### src/sv/keypad_pin_lock_with_lockout_core_assert.svh
// assertion macros shared by the keypad lock rtl
`ifndef KEYPAD_PIN_LOCK_WITH_LOCKOUT_CORE_ASSERT_SVH
`define KEYPAD_PIN_LOCK_WITH_LOCKOUT_CORE_ASSERT_SVH
`ifndef NO_ASSERTIONS
// same-cycle implication, checked outside reset
`define KPL_ASSERT_IMP(label, clock, resetn, ante, cons) \
    label: assert property (@(posedge clock) disable iff (!resetn) (ante) |-> (cons)) \
        else $error("keypad lock assertion failed");
// next-cycle implication, checked outside reset
`define KPL_ASSERT_NXT(label, clock, resetn, ante, cons) \
    label: assert property (@(posedge clock) disable iff (!resetn) (ante) |=> (cons)) \
        else $error("keypad lock assertion failed");
`else
`define KPL_ASSERT_IMP(label, clock, resetn, ante, cons)
`define KPL_ASSERT_NXT(label, clock, resetn, ante, cons)
`endif
`endif

### src/sv/kpl_pkg.sv
package kpl_pkg;

    localparam int PIN_DIGITS = 4;
    localparam int DIGIT_W    = 4;
    localparam int ENTRY_W    = DIGIT_W * PIN_DIGITS;
    localparam int COUNT_W    = 3;
    localparam int KIND_W     = 3;
    localparam int STATUS_W   = 3;
    localparam int FAIL_W     = 4;
    localparam int TICKS_W    = 22;
    localparam int SECS_W     = 13;
    localparam int DATA_W     = 32;
    localparam int ADDR_W     = 4;
    localparam int REG_IDX_W  = 2;

    localparam logic [COUNT_W-1:0] FULL_COUNT = COUNT_W'(PIN_DIGITS);
    localparam logic [DIGIT_W-1:0] MAX_DIGIT  = 4'd9;
    localparam logic [FAIL_W-1:0]  FAIL_MAX   = 4'd15;

    // item kinds
    localparam logic [KIND_W-1:0] KIND_DIGIT  = 3'd0;
    localparam logic [KIND_W-1:0] KIND_DELETE = 3'd1;
    localparam logic [KIND_W-1:0] KIND_CLEAR  = 3'd2;
    localparam logic [KIND_W-1:0] KIND_TICK   = 3'd3;
    localparam logic [KIND_W-1:0] KIND_CANCEL = 3'd4;

    // register indexes
    localparam logic [REG_IDX_W-1:0] REG_LOCK_MODE     = 2'd0;
    localparam logic [REG_IDX_W-1:0] REG_STORED_PIN    = 2'd1;
    localparam logic [REG_IDX_W-1:0] REG_ATTEMPT_LIMIT = 2'd2;
    localparam logic [REG_IDX_W-1:0] REG_LOCKOUT_TICKS = 2'd3;

    localparam logic [FAIL_W-1:0]  RST_ATTEMPT_LIMIT = 4'd5;
    localparam logic [TICKS_W-1:0] RST_LOCKOUT_TICKS = 22'd60000;

    // ticks / 1000 = (ticks >> 3) / 125, done as multiply by ceil(2^26 / 125)
    localparam int RECIP_W   = 20;
    localparam int SEC_SHIFT = 26;
    localparam logic [RECIP_W-1:0] SEC_RECIP = 20'd536871;

    typedef enum logic [STATUS_W-1:0] {
        ST_NONE        = 3'd0,
        ST_LOCKED      = 3'd1,
        ST_AUTH_OK     = 3'd2,
        ST_AUTH_FAIL   = 3'd3,
        ST_FAIL_LOCKED = 3'd4,
        ST_FIRST_HELD  = 3'd5,
        ST_PIN_CHANGED = 3'd6,
        ST_MISMATCH    = 3'd7
    } status_t;

    typedef struct packed {
        logic                lock_mode;
        logic [ENTRY_W-1:0]  stored_pin;
        logic [FAIL_W-1:0]   attempt_limit;
        logic [TICKS_W-1:0]  lockout_ticks;
    } kpl_cfg_t;

    typedef struct packed {
        status_t             status;
        logic [COUNT_W-1:0]  digits_shown;
        logic [FAIL_W-1:0]   attempts_left;
        logic [SECS_W-1:0]   lock_seconds;
        logic [ENTRY_W-1:0]  new_pin;
    } kpl_res_t;

    function automatic logic [SECS_W-1:0] secs_of_ticks(input logic [TICKS_W-1:0] ticks);
        logic [TICKS_W-4:0]           eighths;
        logic [TICKS_W-3+RECIP_W-1:0] prod;
        eighths = ticks[TICKS_W-1:3];
        prod    = eighths * SEC_RECIP;
        return prod[SEC_SHIFT+SECS_W-1:SEC_SHIFT];
    endfunction

endpackage

### src/sv/kpl_in_if.sv
interface kpl_in_if;
    logic                          valid;
    logic                          ready;
    logic [kpl_pkg::KIND_W-1:0]    kind;
    logic [kpl_pkg::DIGIT_W-1:0]   key_digit;

    modport source (output valid, output kind, output key_digit, input ready);
    modport sink (input valid, input kind, input key_digit, output ready);
endinterface

### src/sv/kpl_out_if.sv
interface kpl_out_if;
    logic                          valid;
    logic                          ready;
    logic [kpl_pkg::STATUS_W-1:0]  status;
    logic [kpl_pkg::COUNT_W-1:0]   digits_shown;
    logic [kpl_pkg::FAIL_W-1:0]    attempts_left;
    logic [kpl_pkg::SECS_W-1:0]    lock_seconds;
    logic [kpl_pkg::ENTRY_W-1:0]   new_pin;

    modport source (output valid, output status, output digits_shown, output attempts_left,
                    output lock_seconds, output new_pin, input ready);
    modport sink (input valid, input status, input digits_shown, input attempts_left,
                  input lock_seconds, input new_pin, output ready);
endinterface

### src/sv/keypad_pin_lock_with_lockout_core.sv
// keypad pin lock with failure lockout
// in_ch carries one keypad item per handshake: kind (digit, delete, clear,
// millisecond tick, cancel) and key_digit. out_ch returns exactly one result
// item per input item, in order: status, digits_shown, attempts_left,
// lock_seconds and new_pin.
// an accepted item is held in the input register, then the whole step
// (gate, entry update, compare, counters, seconds via reciprocal multiply) is
// evaluated and written to the result register: each item passes the input
// register and then the result register before out_ch.valid rises. one item
// per cycle is sustained while out_ch.ready stays high; the seconds
// multiplier in front of the result register sets the cycle time.
// when out_ch.ready is low the result register holds, the input register
// still takes one more item, and in_ch.ready drops once both are full.
// the apb port holds lock_mode, stored_pin, attempt_limit and lockout_ticks at
// byte addresses 0, 4, 8 and 12; write registers only while no item is in
// flight. writing lock_mode also drops the current entry and any pending setup.
// rst_n (async, active low) empties both stages, clears entry, setup state,
// failure count and lockout, and loads the register defaults (limit 5,
// lockout 60000 ticks).
module keypad_pin_lock_with_lockout_core
(
    input  logic                          clk,
    input  logic                          rst_n,
    kpl_in_if.sink                        in_ch,
    kpl_out_if.source                     out_ch,
    input  logic                          psel,
    input  logic                          penable,
    input  logic                          pwrite,
    input  logic [kpl_pkg::ADDR_W-1:0]    paddr,
    input  logic [kpl_pkg::DATA_W-1:0]    pwdata,
    output logic [kpl_pkg::DATA_W-1:0]    prdata,
    output logic                          pready
);

    `include "keypad_pin_lock_with_lockout_core_assert.svh"

    kpl_pkg::kpl_cfg_t cfg;
    logic              mode_restart;

    kpl_apb_regs u_regs
    (
        .clk          (clk),
        .rst_n        (rst_n),
        .psel         (psel),
        .penable      (penable),
        .pwrite       (pwrite),
        .paddr        (paddr),
        .pwdata       (pwdata),
        .prdata       (prdata),
        .pready       (pready),
        .cfg          (cfg),
        .mode_restart (mode_restart)
    );

    // input stage
    logic                           in_valid_reg, in_valid_next;
    logic [kpl_pkg::KIND_W-1:0]     kind_reg;
    logic [kpl_pkg::DIGIT_W-1:0]    digit_reg;
    // result stage
    logic                           out_valid_reg, out_valid_next;
    kpl_pkg::kpl_res_t              res_reg;
    // lock state
    logic [kpl_pkg::ENTRY_W-1:0]    entry_reg, entry_next;
    logic [kpl_pkg::COUNT_W-1:0]    count_reg, count_next;
    logic [kpl_pkg::ENTRY_W-1:0]    first_reg, first_next;
    logic                           pend_reg, pend_next;
    logic [kpl_pkg::FAIL_W-1:0]     fail_reg, fail_next;
    logic [kpl_pkg::TICKS_W-1:0]    lock_reg, lock_next;

    logic                           advance, take, load;
    kpl_pkg::kpl_res_t              res;
    kpl_pkg::status_t               st;
    logic [kpl_pkg::FAIL_W-1:0]     left;
    logic [kpl_pkg::ENTRY_W-1:0]    npin;
    logic [kpl_pkg::TICKS_W-1:0]    div_in;

    assign advance     = !out_valid_reg || out_ch.ready;
    assign in_ch.ready = !in_valid_reg || advance;
    assign take        = in_ch.valid && in_ch.ready;
    assign load        = in_valid_reg && advance;

    // one keypad step
    always_comb
    begin
        logic                        blocked;
        logic [kpl_pkg::ENTRY_W-1:0] ent;
        logic [kpl_pkg::COUNT_W-1:0] cnt;
        logic [kpl_pkg::FAIL_W-1:0]  fc;
        st         = kpl_pkg::ST_NONE;
        left       = '0;
        npin       = '0;
        blocked    = 1'b0;
        ent        = entry_reg;
        cnt        = count_reg;
        fc         = fail_reg;
        entry_next = entry_reg;
        count_next = count_reg;
        first_next = first_reg;
        pend_next  = pend_reg;
        fail_next  = fail_reg;
        lock_next  = lock_reg;
        if (load)
        begin
            if (kind_reg == kpl_pkg::KIND_TICK)
            begin
                if (lock_reg != '0)
                begin
                    lock_next = lock_reg - 1'b1;
                end
            end
            else if (kind_reg == kpl_pkg::KIND_CANCEL)
            begin
                entry_next = '0;
                count_next = '0;
                first_next = '0;
                pend_next  = 1'b0;
            end
            else if (kind_reg == kpl_pkg::KIND_DIGIT || kind_reg == kpl_pkg::KIND_DELETE
                     || kind_reg == kpl_pkg::KIND_CLEAR)
            begin
                // lockout gate, authenticate mode only
                if (!cfg.lock_mode && fail_reg >= cfg.attempt_limit)
                begin
                    if (lock_reg != '0)
                    begin
                        blocked = 1'b1;
                        st      = kpl_pkg::ST_LOCKED;
                    end
                    else
                    begin
                        fc = '0;
                    end
                end
                if (!blocked)
                begin
                    if (kind_reg == kpl_pkg::KIND_DELETE)
                    begin
                        if (cnt != '0)
                        begin
                            ent = {{kpl_pkg::DIGIT_W{1'b0}},
                                   ent[kpl_pkg::ENTRY_W-1:kpl_pkg::DIGIT_W]};
                            cnt = cnt - 1'b1;
                        end
                    end
                    else if (kind_reg == kpl_pkg::KIND_CLEAR)
                    begin
                        ent = '0;
                        cnt = '0;
                    end
                    else if (digit_reg <= kpl_pkg::MAX_DIGIT && cnt < kpl_pkg::FULL_COUNT)
                    begin
                        ent = {ent[kpl_pkg::ENTRY_W-kpl_pkg::DIGIT_W-1:0], digit_reg};
                        cnt = cnt + 1'b1;
                    end

                    // auto submit on the last digit
                    if (cnt == kpl_pkg::FULL_COUNT)
                    begin
                        entry_next = '0;
                        count_next = '0;
                        if (!cfg.lock_mode)
                        begin
                            if (ent == cfg.stored_pin)
                            begin
                                fc = '0;
                                st = kpl_pkg::ST_AUTH_OK;
                            end
                            else
                            begin
                                if (fc < kpl_pkg::FAIL_MAX)
                                begin
                                    fc = fc + 1'b1;
                                end
                                if (fc >= cfg.attempt_limit)
                                begin
                                    lock_next = cfg.lockout_ticks;
                                    st        = kpl_pkg::ST_FAIL_LOCKED;
                                end
                                else
                                begin
                                    st   = kpl_pkg::ST_AUTH_FAIL;
                                    left = cfg.attempt_limit - fc;
                                end
                            end
                        end
                        else if (!pend_reg)
                        begin
                            first_next = ent;
                            pend_next  = 1'b1;
                            st         = kpl_pkg::ST_FIRST_HELD;
                        end
                        else
                        begin
                            if (ent == first_reg)
                            begin
                                st   = kpl_pkg::ST_PIN_CHANGED;
                                npin = ent;
                            end
                            else
                            begin
                                st = kpl_pkg::ST_MISMATCH;
                            end
                            first_next = '0;
                            pend_next  = 1'b0;
                        end
                    end
                    else
                    begin
                        entry_next = ent;
                        count_next = cnt;
                    end
                end
                fail_next = fc;
            end
        end
        // lock_mode write while idle drops the entry and setup
        if (mode_restart)
        begin
            entry_next = '0;
            count_next = '0;
            first_next = '0;
            pend_next  = 1'b0;
        end
    end

    // seconds left: live countdown when blocked, full lockout when just locked
    assign div_in = (st == kpl_pkg::ST_LOCKED) ? lock_reg : cfg.lockout_ticks;

    always_comb
    begin
        res.status        = st;
        res.digits_shown  = count_next;
        res.attempts_left = left;
        res.new_pin       = npin;
        case (st) inside
            kpl_pkg::ST_LOCKED, kpl_pkg::ST_FAIL_LOCKED:
                res.lock_seconds = kpl_pkg::secs_of_ticks(div_in);
            default:
                res.lock_seconds = '0;
        endcase
    end

    always_comb
    begin
        in_valid_next = in_valid_reg;
        if (take)
        begin
            in_valid_next = 1'b1;
        end
        else if (load)
        begin
            in_valid_next = 1'b0;
        end
        out_valid_next = out_valid_reg;
        if (load)
        begin
            out_valid_next = 1'b1;
        end
        else if (out_ch.ready)
        begin
            out_valid_next = 1'b0;
        end
    end

    always_ff @(posedge clk or negedge rst_n)
    begin
        if (!rst_n)
        begin
            in_valid_reg  <= 1'b0;
            out_valid_reg <= 1'b0;
            entry_reg     <= '0;
            count_reg     <= '0;
            first_reg     <= '0;
            pend_reg      <= 1'b0;
            fail_reg      <= '0;
            lock_reg      <= '0;
        end
        else
        begin
            in_valid_reg  <= in_valid_next;
            out_valid_reg <= out_valid_next;
            entry_reg     <= entry_next;
            count_reg     <= count_next;
            first_reg     <= first_next;
            pend_reg      <= pend_next;
            fail_reg      <= fail_next;
            lock_reg      <= lock_next;
        end
    end

    // payload registers
    always_ff @(posedge clk)
    begin
        if (take)
        begin
            kind_reg  <= in_ch.kind;
            digit_reg <= in_ch.key_digit;
        end
        if (load)
        begin
            res_reg <= res;
        end
    end

    assign out_ch.valid         = out_valid_reg;
    assign out_ch.status        = res_reg.status;
    assign out_ch.digits_shown  = res_reg.digits_shown;
    assign out_ch.attempts_left = res_reg.attempts_left;
    assign out_ch.lock_seconds  = res_reg.lock_seconds;
    assign out_ch.new_pin       = res_reg.new_pin;

    `KPL_ASSERT_IMP(a_count_range, clk, rst_n, 1'b1, count_reg <= kpl_pkg::FULL_COUNT)
    `KPL_ASSERT_NXT(a_hold_input, clk, rst_n, in_valid_reg && !advance,
                    in_valid_reg && $stable(kind_reg) && $stable(digit_reg))
    `KPL_ASSERT_NXT(a_ok_clears_fail, clk, rst_n, load && st == kpl_pkg::ST_AUTH_OK,
                    fail_reg == '0)
    `KPL_ASSERT_NXT(a_lock_loaded, clk, rst_n, load && st == kpl_pkg::ST_FAIL_LOCKED,
                    lock_reg == $past(cfg.lockout_ticks))
    `KPL_ASSERT_IMP(a_pin_only_on_change, clk, rst_n,
                    out_valid_reg && res_reg.status != kpl_pkg::ST_PIN_CHANGED,
                    res_reg.new_pin == '0)

endmodule

### src/sv/kpl_apb_regs.sv
module kpl_apb_regs
(
    input  logic                          clk,
    input  logic                          rst_n,
    input  logic                          psel,
    input  logic                          penable,
    input  logic                          pwrite,
    input  logic [kpl_pkg::ADDR_W-1:0]    paddr,
    input  logic [kpl_pkg::DATA_W-1:0]    pwdata,
    output logic [kpl_pkg::DATA_W-1:0]    prdata,
    output logic                          pready,
    output kpl_pkg::kpl_cfg_t             cfg,
    output logic                          mode_restart
);

    kpl_pkg::kpl_cfg_t cfg_reg;
    kpl_pkg::kpl_cfg_t cfg_next;
    logic              wr_en;
    logic [kpl_pkg::REG_IDX_W-1:0] idx;

    assign pready = 1'b1;
    assign wr_en  = psel && penable && pwrite && pready;
    assign idx    = paddr[kpl_pkg::ADDR_W-1:2];

    always_comb
    begin
        cfg_next     = cfg_reg;
        mode_restart = 1'b0;
        if (wr_en)
        begin
            unique case (idx)
                kpl_pkg::REG_LOCK_MODE:
                begin
                    cfg_next.lock_mode = pwdata[0];
                    mode_restart       = 1'b1;
                end
                kpl_pkg::REG_STORED_PIN:
                    cfg_next.stored_pin = pwdata[kpl_pkg::ENTRY_W-1:0];
                kpl_pkg::REG_ATTEMPT_LIMIT:
                    cfg_next.attempt_limit = pwdata[kpl_pkg::FAIL_W-1:0];
                kpl_pkg::REG_LOCKOUT_TICKS:
                    cfg_next.lockout_ticks = pwdata[kpl_pkg::TICKS_W-1:0];
                default:
                    cfg_next = cfg_reg;
            endcase
        end
    end

    always_comb
    begin
        unique case (idx)
            kpl_pkg::REG_LOCK_MODE:
                prdata = kpl_pkg::DATA_W'(cfg_reg.lock_mode);
            kpl_pkg::REG_STORED_PIN:
                prdata = kpl_pkg::DATA_W'(cfg_reg.stored_pin);
            kpl_pkg::REG_ATTEMPT_LIMIT:
                prdata = kpl_pkg::DATA_W'(cfg_reg.attempt_limit);
            kpl_pkg::REG_LOCKOUT_TICKS:
                prdata = kpl_pkg::DATA_W'(cfg_reg.lockout_ticks);
            default:
                prdata = '0;
        endcase
    end

    always_ff @(posedge clk or negedge rst_n)
    begin
        if (!rst_n)
        begin
            cfg_reg.lock_mode     <= 1'b0;
            cfg_reg.stored_pin    <= '0;
            cfg_reg.attempt_limit <= kpl_pkg::RST_ATTEMPT_LIMIT;
            cfg_reg.lockout_ticks <= kpl_pkg::RST_LOCKOUT_TICKS;
        end
        else
        begin
            cfg_reg <= cfg_next;
        end
    end

    assign cfg = cfg_reg;

endmodule
### src/flat_wrapper.sv
// flat-port wrapper written by rule: the top's interface ports become plain ports
module keypad_pin_lock_with_lockout_core_flat 
  (clk, rst_n, psel, penable, pwrite, paddr, pwdata, prdata, pready, in_ch_valid, in_ch_kind, in_ch_key_digit, in_ch_ready, out_ch_valid, out_ch_status, out_ch_digits_shown, out_ch_attempts_left, out_ch_lock_seconds, out_ch_new_pin, out_ch_ready);
  kpl_in_if in_ch_i ();
  kpl_out_if out_ch_i ();
  input  logic clk;
  input  logic rst_n;
  input  logic psel;
  input  logic penable;
  input  logic pwrite;
  input  logic [kpl_pkg::ADDR_W-1:0] paddr;
  input  logic [kpl_pkg::DATA_W-1:0] pwdata;
  output logic [kpl_pkg::DATA_W-1:0] prdata;
  output logic pready;
  input wire logic [$bits(in_ch_i.valid)-1:0] in_ch_valid;
  input wire logic [$bits(in_ch_i.kind)-1:0] in_ch_kind;
  input wire logic [$bits(in_ch_i.key_digit)-1:0] in_ch_key_digit;
  output wire logic [$bits(in_ch_i.ready)-1:0] in_ch_ready;
  output wire logic [$bits(out_ch_i.valid)-1:0] out_ch_valid;
  output wire logic [$bits(out_ch_i.status)-1:0] out_ch_status;
  output wire logic [$bits(out_ch_i.digits_shown)-1:0] out_ch_digits_shown;
  output wire logic [$bits(out_ch_i.attempts_left)-1:0] out_ch_attempts_left;
  output wire logic [$bits(out_ch_i.lock_seconds)-1:0] out_ch_lock_seconds;
  output wire logic [$bits(out_ch_i.new_pin)-1:0] out_ch_new_pin;
  input wire logic [$bits(out_ch_i.ready)-1:0] out_ch_ready;
  assign in_ch_i.valid = in_ch_valid;
  assign in_ch_i.kind = in_ch_kind;
  assign in_ch_i.key_digit = in_ch_key_digit;
  assign in_ch_ready = in_ch_i.ready;
  assign out_ch_valid = out_ch_i.valid;
  assign out_ch_status = out_ch_i.status;
  assign out_ch_digits_shown = out_ch_i.digits_shown;
  assign out_ch_attempts_left = out_ch_i.attempts_left;
  assign out_ch_lock_seconds = out_ch_i.lock_seconds;
  assign out_ch_new_pin = out_ch_i.new_pin;
  assign out_ch_i.ready = out_ch_ready;
  keypad_pin_lock_with_lockout_core u_core (.clk(clk), .rst_n(rst_n), .in_ch(in_ch_i), .out_ch(out_ch_i), .psel(psel), .penable(penable), .pwrite(pwrite), .paddr(paddr), .pwdata(pwdata), .prdata(prdata), .pready(pready));
endmodule
### config.mk
export PLATFORM = sky130hd
export DESIGN_NAME = keypad_pin_lock_with_lockout_core_flat
export DESIGN_NICKNAME = d
export VERILOG_FILES = /design/src/sv/kpl_pkg.sv /design/src/sv/kpl_in_if.sv /design/src/sv/kpl_out_if.sv /design/src/sv/keypad_pin_lock_with_lockout_core.sv /design/src/sv/kpl_apb_regs.sv /design/src/flat_wrapper.sv
export VERILOG_INCLUDE_DIRS = /design/src /design/src/sv
export SDC_FILE = /design/constraint.sdc
export NUM_CORES = 1
export LEC_CHECK = 0
export ABC_AREA = 0
export BUFFER_PORTS_ARGS = -buffer_cell sky130_fd_sc_hd__buf_2
export CAP_MARGIN = 0
export CORE_ASPECT_RATIO = 0.9
export CORE_UTILIZATION = 65
export CTS_BUF_LIST = sky130_fd_sc_hd__clkbuf_16
export DETAILED_ROUTE_END_ITERATION = 10
export PLACE_DENSITY = 0.95
export SYNTH_ARGS = -nofsm -noshare
export SYNTH_HDL_FRONTEND = slang
export SYNTH_HIERARCHICAL = 1
export SYNTH_SLANG_ARGS = --single-unit
### constraint.sdc
create_clock -name clk -period 20.4 [get_ports clk]
set_clock_uncertainty 0.1 [all_clocks]
set_input_delay 3.06 -clock clk [delete_from_list [all_inputs] [get_ports clk]]
set_output_delay 3.06 -clock clk [all_outputs]
set_load 0.005 [all_outputs]
### After elaboration in Yosys (flattened, before gate mapping)

Index checks and enable logic that the tools add are counted.

| word-level totals | value |
|---|---|
| logic and storage cells | 198 |
| output and inout bits | 74 |
| bits in registers | 153 |

| cells by class | value |
|---|---|
| mux-type cells | 105 |
| multiply operators | 1 |
| bitwise gates (word level) | 7 |
| reductions and logical operators | 37 |
| $lt $le $gt $ge | 5 |
| equal/unequal tests | 19 |
| $add $sub $neg | 5 |

Operator list:

| operator | number |
|---|---|
| $mux 16 | 25 |
| $mux 22 | 10 |
| $pmux 32 s4 | 1 |
| $mux 3 | 27 |
| $mux 4 | 19 |
| $mul 19x20->39 const B | 1 |
| $eq 16x16->1 | 2 |
| $mux 1 | 23 |
| $reduce_bool 22->1 | 1 |
| $sub 22x1->22 const B | 1 |
| $reduce_or 8->1 | 2 |
| $reduce_bool 2->1 | 6 |
| $reduce_bool 3->1 | 4 |
| $ne 2x1->1 const B | 5 |
| $eq 3x3->1 const B | 3 |
| $reduce_and 9->1 | 1 |
| $ge 4x4->1 | 2 |
| $reduce_and 2->1 | 4 |
| $reduce_and 4->1 | 2 |
| $not 1->1 | 7 |
| $eq 3x1->1 const B | 2 |
| $eq 3x2->1 const B | 2 |
| $logic_and 1x1->1 | 6 |
| $reduce_and 6->1 | 1 |
| other kinds (16) | 22 |

### Logic depth before layout (Yosys ltp)

| logic depth | value |
|---|---|
| depth after elaboration | 34 |
| gate-level depth with buffers | 31 |

### By module

Netlist, hierarchy kept.

Modules (own cells, without submodules):

| module | sequential area each (um^2) | cells each | area an instance (um^2) | times used |
|---|---|---|---|---|
| keypad_pin_lock_with_lockout_core | 2982.9 | 1238 | 11768.8 | 1 |
| kpl_apb_regs | 1087.3 | 153 | 2139.6 | 1 |

### Worst setup path before layout

No wires, ideal clock.

| timing path | value |
|---|---|
| kind | in2reg |
| from | in out_ch_ready |
| to | reg u_core.res_reg, in the netlist u_core/out_ch.lock_seconds[11], data pin |
| path buffers | 2 |
| setup slack | 9.603 ns |
| arrival | 10.440 ns |
| required time | 20.043 ns |
| stages on the path | 27 |
| path through | nand2b_1 > nand2_1 > inv_1 > nand3_1 > nor2_1 > buf_2 > buf_2 > mux2i_1 > fa_1 > fa_1 > inv_1 > fa_1 > fa_1 > fa_1 > inv_1 > fa_1 > inv_1 > ha_1 > o211ai_1 > nor2_1 > a311oi_1 > o21ai_0 > o2111ai_1 > a21oi_1 > o41ai_1 > xnor2_1 > nor2_1 |

| between the ends | value |
|---|---|
| cells in the longest elaborated chain, start to end | 6 |
| elaborated cells between the ends (all ways) | 8 |

RTL lines:

| what | RTL line | RTL |
|---|---|---|
| start, declared | flat_wrapper.sv:25 | `input wire logic [$bits(out_ch_i.ready)-1:0] out_ch_ready;` |
| $logic_or 1x1->1 (*) | keypad_pin_lock_with_lockout_core.sv:77 | `assign advance = !out_valid_reg \|\| out_ch.ready;` |
| $logic_and 1x1->1 (*) | keypad_pin_lock_with_lockout_core.sv:80 | `assign load = in_valid_reg && advance;` |
| net u_core.load | keypad_pin_lock_with_lockout_core.sv:70 | `logic advance, take, load;` |
| $mux 3 (*) | keypad_pin_lock_with_lockout_core.sv:102 | `if (load)` |
| $eq 3x1->1 | keypad_pin_lock_with_lockout_core.sv:227 | `assign div_in = (st == kpl_pkg::ST_LOCKED) ? lock_reg : cfg.lockout_ticks;` |
| $mux 22 | keypad_pin_lock_with_lockout_core.sv:227 |  |
| $mul 19x20->39 | kpl_pkg.sv:71 | `prod = eighths * SEC_RECIP;` |
| end signal, assigned | keypad_pin_lock_with_lockout_core.sv:301 | `res_reg <= res;` |
| end, declared | keypad_pin_lock_with_lockout_core.sv:61 | `kpl_pkg::kpl_res_t res_reg;` |

Mark *: on every way through the listed nets, which the timed path passes. The rest lies on a longest branch.
A chain may end at the register's enable or synchronous reset.

### Worst setup path after layout

Same ends and word-level chain as after synthesis.

==> flow_summary.yaml <==
drt:
  num_vias: 11640
  drtAntennaViolNets: 0
  wl_per_cell_um: 21.59
  initialDrtViolationCount: 1514
  drc_errors: 0
  vias_per_cell: 6.595
  firstDrtPassIters: 8
  drt-total-wl_um: 38100
clocking:
  cts_tree: "done"
  hold_buffers: 0
  clkTransAtPathRegs_ns: 0.07
  postCtsSetupRepairBufs: 0
  clock_latency_ns: 0.44
  root_buffer: "clkbuf_16"
  cts-resized-gates: 0
  numCtsBuffers: 17
  clockBufferDepth: 2
  clock-sinks: 153
  h-tree-depth: 4
sta:
  fin_tns_setup_ns: 0
  hold_violations: 0
  slew_viol_final: 0
  max_freq_mhz: 87.79
  maxSlewHeadroom: 0.2926
  setup_viol: 0
  fin_crit_ns: 11.39
  grt_setup_unrepaired: "false"
  tightest_slew_ns: 1.060
  period_share: 0.5584
worst_setup_path:
  critPathKind: "input pin to flop"
  cp-start-kind: "input pin"
  worstPathBufferInverterCount: 7
  crit_slowest_cell: "inv_2"
  critical_path.max_stage_delay_ns: 0.77
  r2r_start: "u_core/lock_reg[11]"
  r2r_slack_ns: 11.11
  required_ns: 20.49
  crit_top_cell: "fa_1"
  startpoint: "out_ch_ready"
  critical_path.top_delay_family: "adder cells"
  rr_endpoint: "u_core/out_ch.lock_seconds[11]"
  reg2reg_depth: 27
  arrival_ns: 11.48
  cp_max_fo: 43
  critPathCaptureType: "flop"
global_routing:
  grt_max_degree: 68
  track_usage: 0.3598
  grt_pass1_vias: 11740
  grt_overflow: 0
  grt_pass1_wl_um: 61090
  antenna_found_initial: 3
die:
  die-area_sq_mm: 0.02199
  fp.dieW_um: 156.2
  initial_core_util: 0.6656
  rows: 50
  fp.dieH_um: 140.8
  top_level_ports: 124
  coreArea_sq_mm: 0.02090
synth:
  postSynthCellCount: 1391
  synth_top_area_frac: 0.1763
  synth_warnings: 6
  yosys-top-cells-area: "dfrtp_1, ha_1, fa_1"
  synth_largest_area_cell: "dfrtp_1"
  synthesis.area_sq_mm: 0.01391
  synth_flop_cell: "dfrtp_1"
  synth-edff-count: 46
  ys_types: 71
  synthArstFlopShare: 0.6993
  seq_area_frac_synth: 0.2926
  postSynthAreaPerCell_sq_um: 9.999
  ys_seq_elements: 153
place:
  place_congestion: 0.9485
  hpwl_um: 26900
  portBuffers: 100
layout:
  syn_to_final_growth_pct: 8.663
  antenna_cells: 0
  nets: 1775
  drive_gt1_frac: 0.1616
  largest_reg_flops: 43
min_path:
  hold_depth: 2
  hold_path_class: "flop to flop"
  hold_end: "u_core/first_reg[8]"
  min_from: "u_core/first_reg[8]"
outcome:
  status: "complete, no violations"
flow_run:
  drv_cap: 0
synthesized netlist by cell type (17+ instances only):
| cell type | count |
|---|---|
| nand3_1 | 24 |
| buf_2 | 18 |
| a21oi_1 | 50 |
| xnor2_1 | 21 |
| nor2b_1 | 23 |
| nand3b_1 | 19 |
| dfrtp_1 | 98 |
| mux2i_1 | 33 |
| xor2_1 | 17 |
| ha_1 | 178 |
| o21ai_0 | 54 |
| nor3_1 | 18 |
| clkbuf_1 | 26 |
| nand2b_1 | 29 |
| inv_1 | 200 |
| edfxtp_1 | 46 |
| nor2_1 | 58 |
| fa_1 | 81 |
| nand2_1 | 84 |
| mux2_2 | 49 |
| o31ai_1 | 26 |
worst reg2reg max path: cells and delay by family (launching register included):
| kind | cells | cell delay, ns |
|---|---|---|
| compound gates | 5 | 1.74 |
| mux | 1 | 0.49 |
| buf+inv | 5 | 0.66 |
| simple gates | 8 | 1.97 |
| xor+xnor | 1 | 0.18 |
| fa+ha+maj | 7 | 3.40 |
| flops | 1 | 0.49 |
cells in the final DEF (no fill, tap or decap), drive strengths merged, types with 19 or more instances in the layout:
cell,n
a21oi,50
buf,111
dfrtp,98
edfxtp,46
fa,81
ha,178
inv,207
mux2,59
mux2i,33
nand2,86
nand2b,29
nand3,26
nand3b,19
nor2,58
nor2b,23
o21ai,54
o31ai,28
xnor2,21
how the worst max path moves through the flow:
| stage | endpoint | slack, ns | cells past startpoint |
|---|---|---|---|
| after CTS | u_core/out_ch.lock_seconds[11] | 9.25 | 27 |
| after detailed placement | u_core/out_ch.lock_seconds[11] | 8.85 | 28 |
| after global routing | u_core/out_ch.lock_seconds[11] | 8.68 | 27 |
| final | u_core/out_ch.lock_seconds[11] | 9.01 | 28 |
| after global placement | u_core/out_ch.lock_seconds[11] | 9.18 | 27 |
| after floorplan | u_core/out_ch.lock_seconds[11] | 9.60 | 27 |
logic make-up after synthesis:
| group | synth area share |
|---|---|
| muxes | 0.07611 |
| buffers and inverters | 0.07997 |
| AOI/OAI and AO/OA | 0.1310 |
| other | 0.0005400 |
| DFF | 0.2926 |
| and+or+nand+nor | 0.1191 |
| adders and majority gates | 0.2767 |
| xor gates and xnor gates | 0.02393 |
metal layers:
layer  track usage  share of wire  up-vias
met1        0.4538           0.37     5540
li1              -              -     4983
met2        0.5648           0.46      898
met3       0.09069           0.12      213
met5             0         0.0011        -
met4        0.2043          0.057        6
layout make-up:
class                           count  area (sq um)
Multi-Input combinational cell    983          8776
Fill cell                        1297          5782
Sequential cell                   153          4070
Inverter                          200         750.7
Timing Repair Buffer              111         589.3
Clock buffer                       17         425.4
Tap cell                          286         357.8
Clock inverter                     15         143.9
stage by stage:
stage	util	instance area (sq um)	cells	setup slack (ns)	hold WS, ns
2_1_floorplan	-	13940	1400	9.603	0.3572
3_3_place_gp	0.6955	14530	1732	9.177	0.3796
3_5_place_dp	0.6955	14530	1732	8.853	0.3872
4_1_cts	0.7228	15100	1764	9.250	0.4027
5_1_grt	0.7233	15110	1765	8.680	0.4321
6_report	0.7233	15110	1765	9.009	0.4036
Power is not shown: default switching activity piles up to over one toggle a cycle in this logic, so the estimate is an artifact.
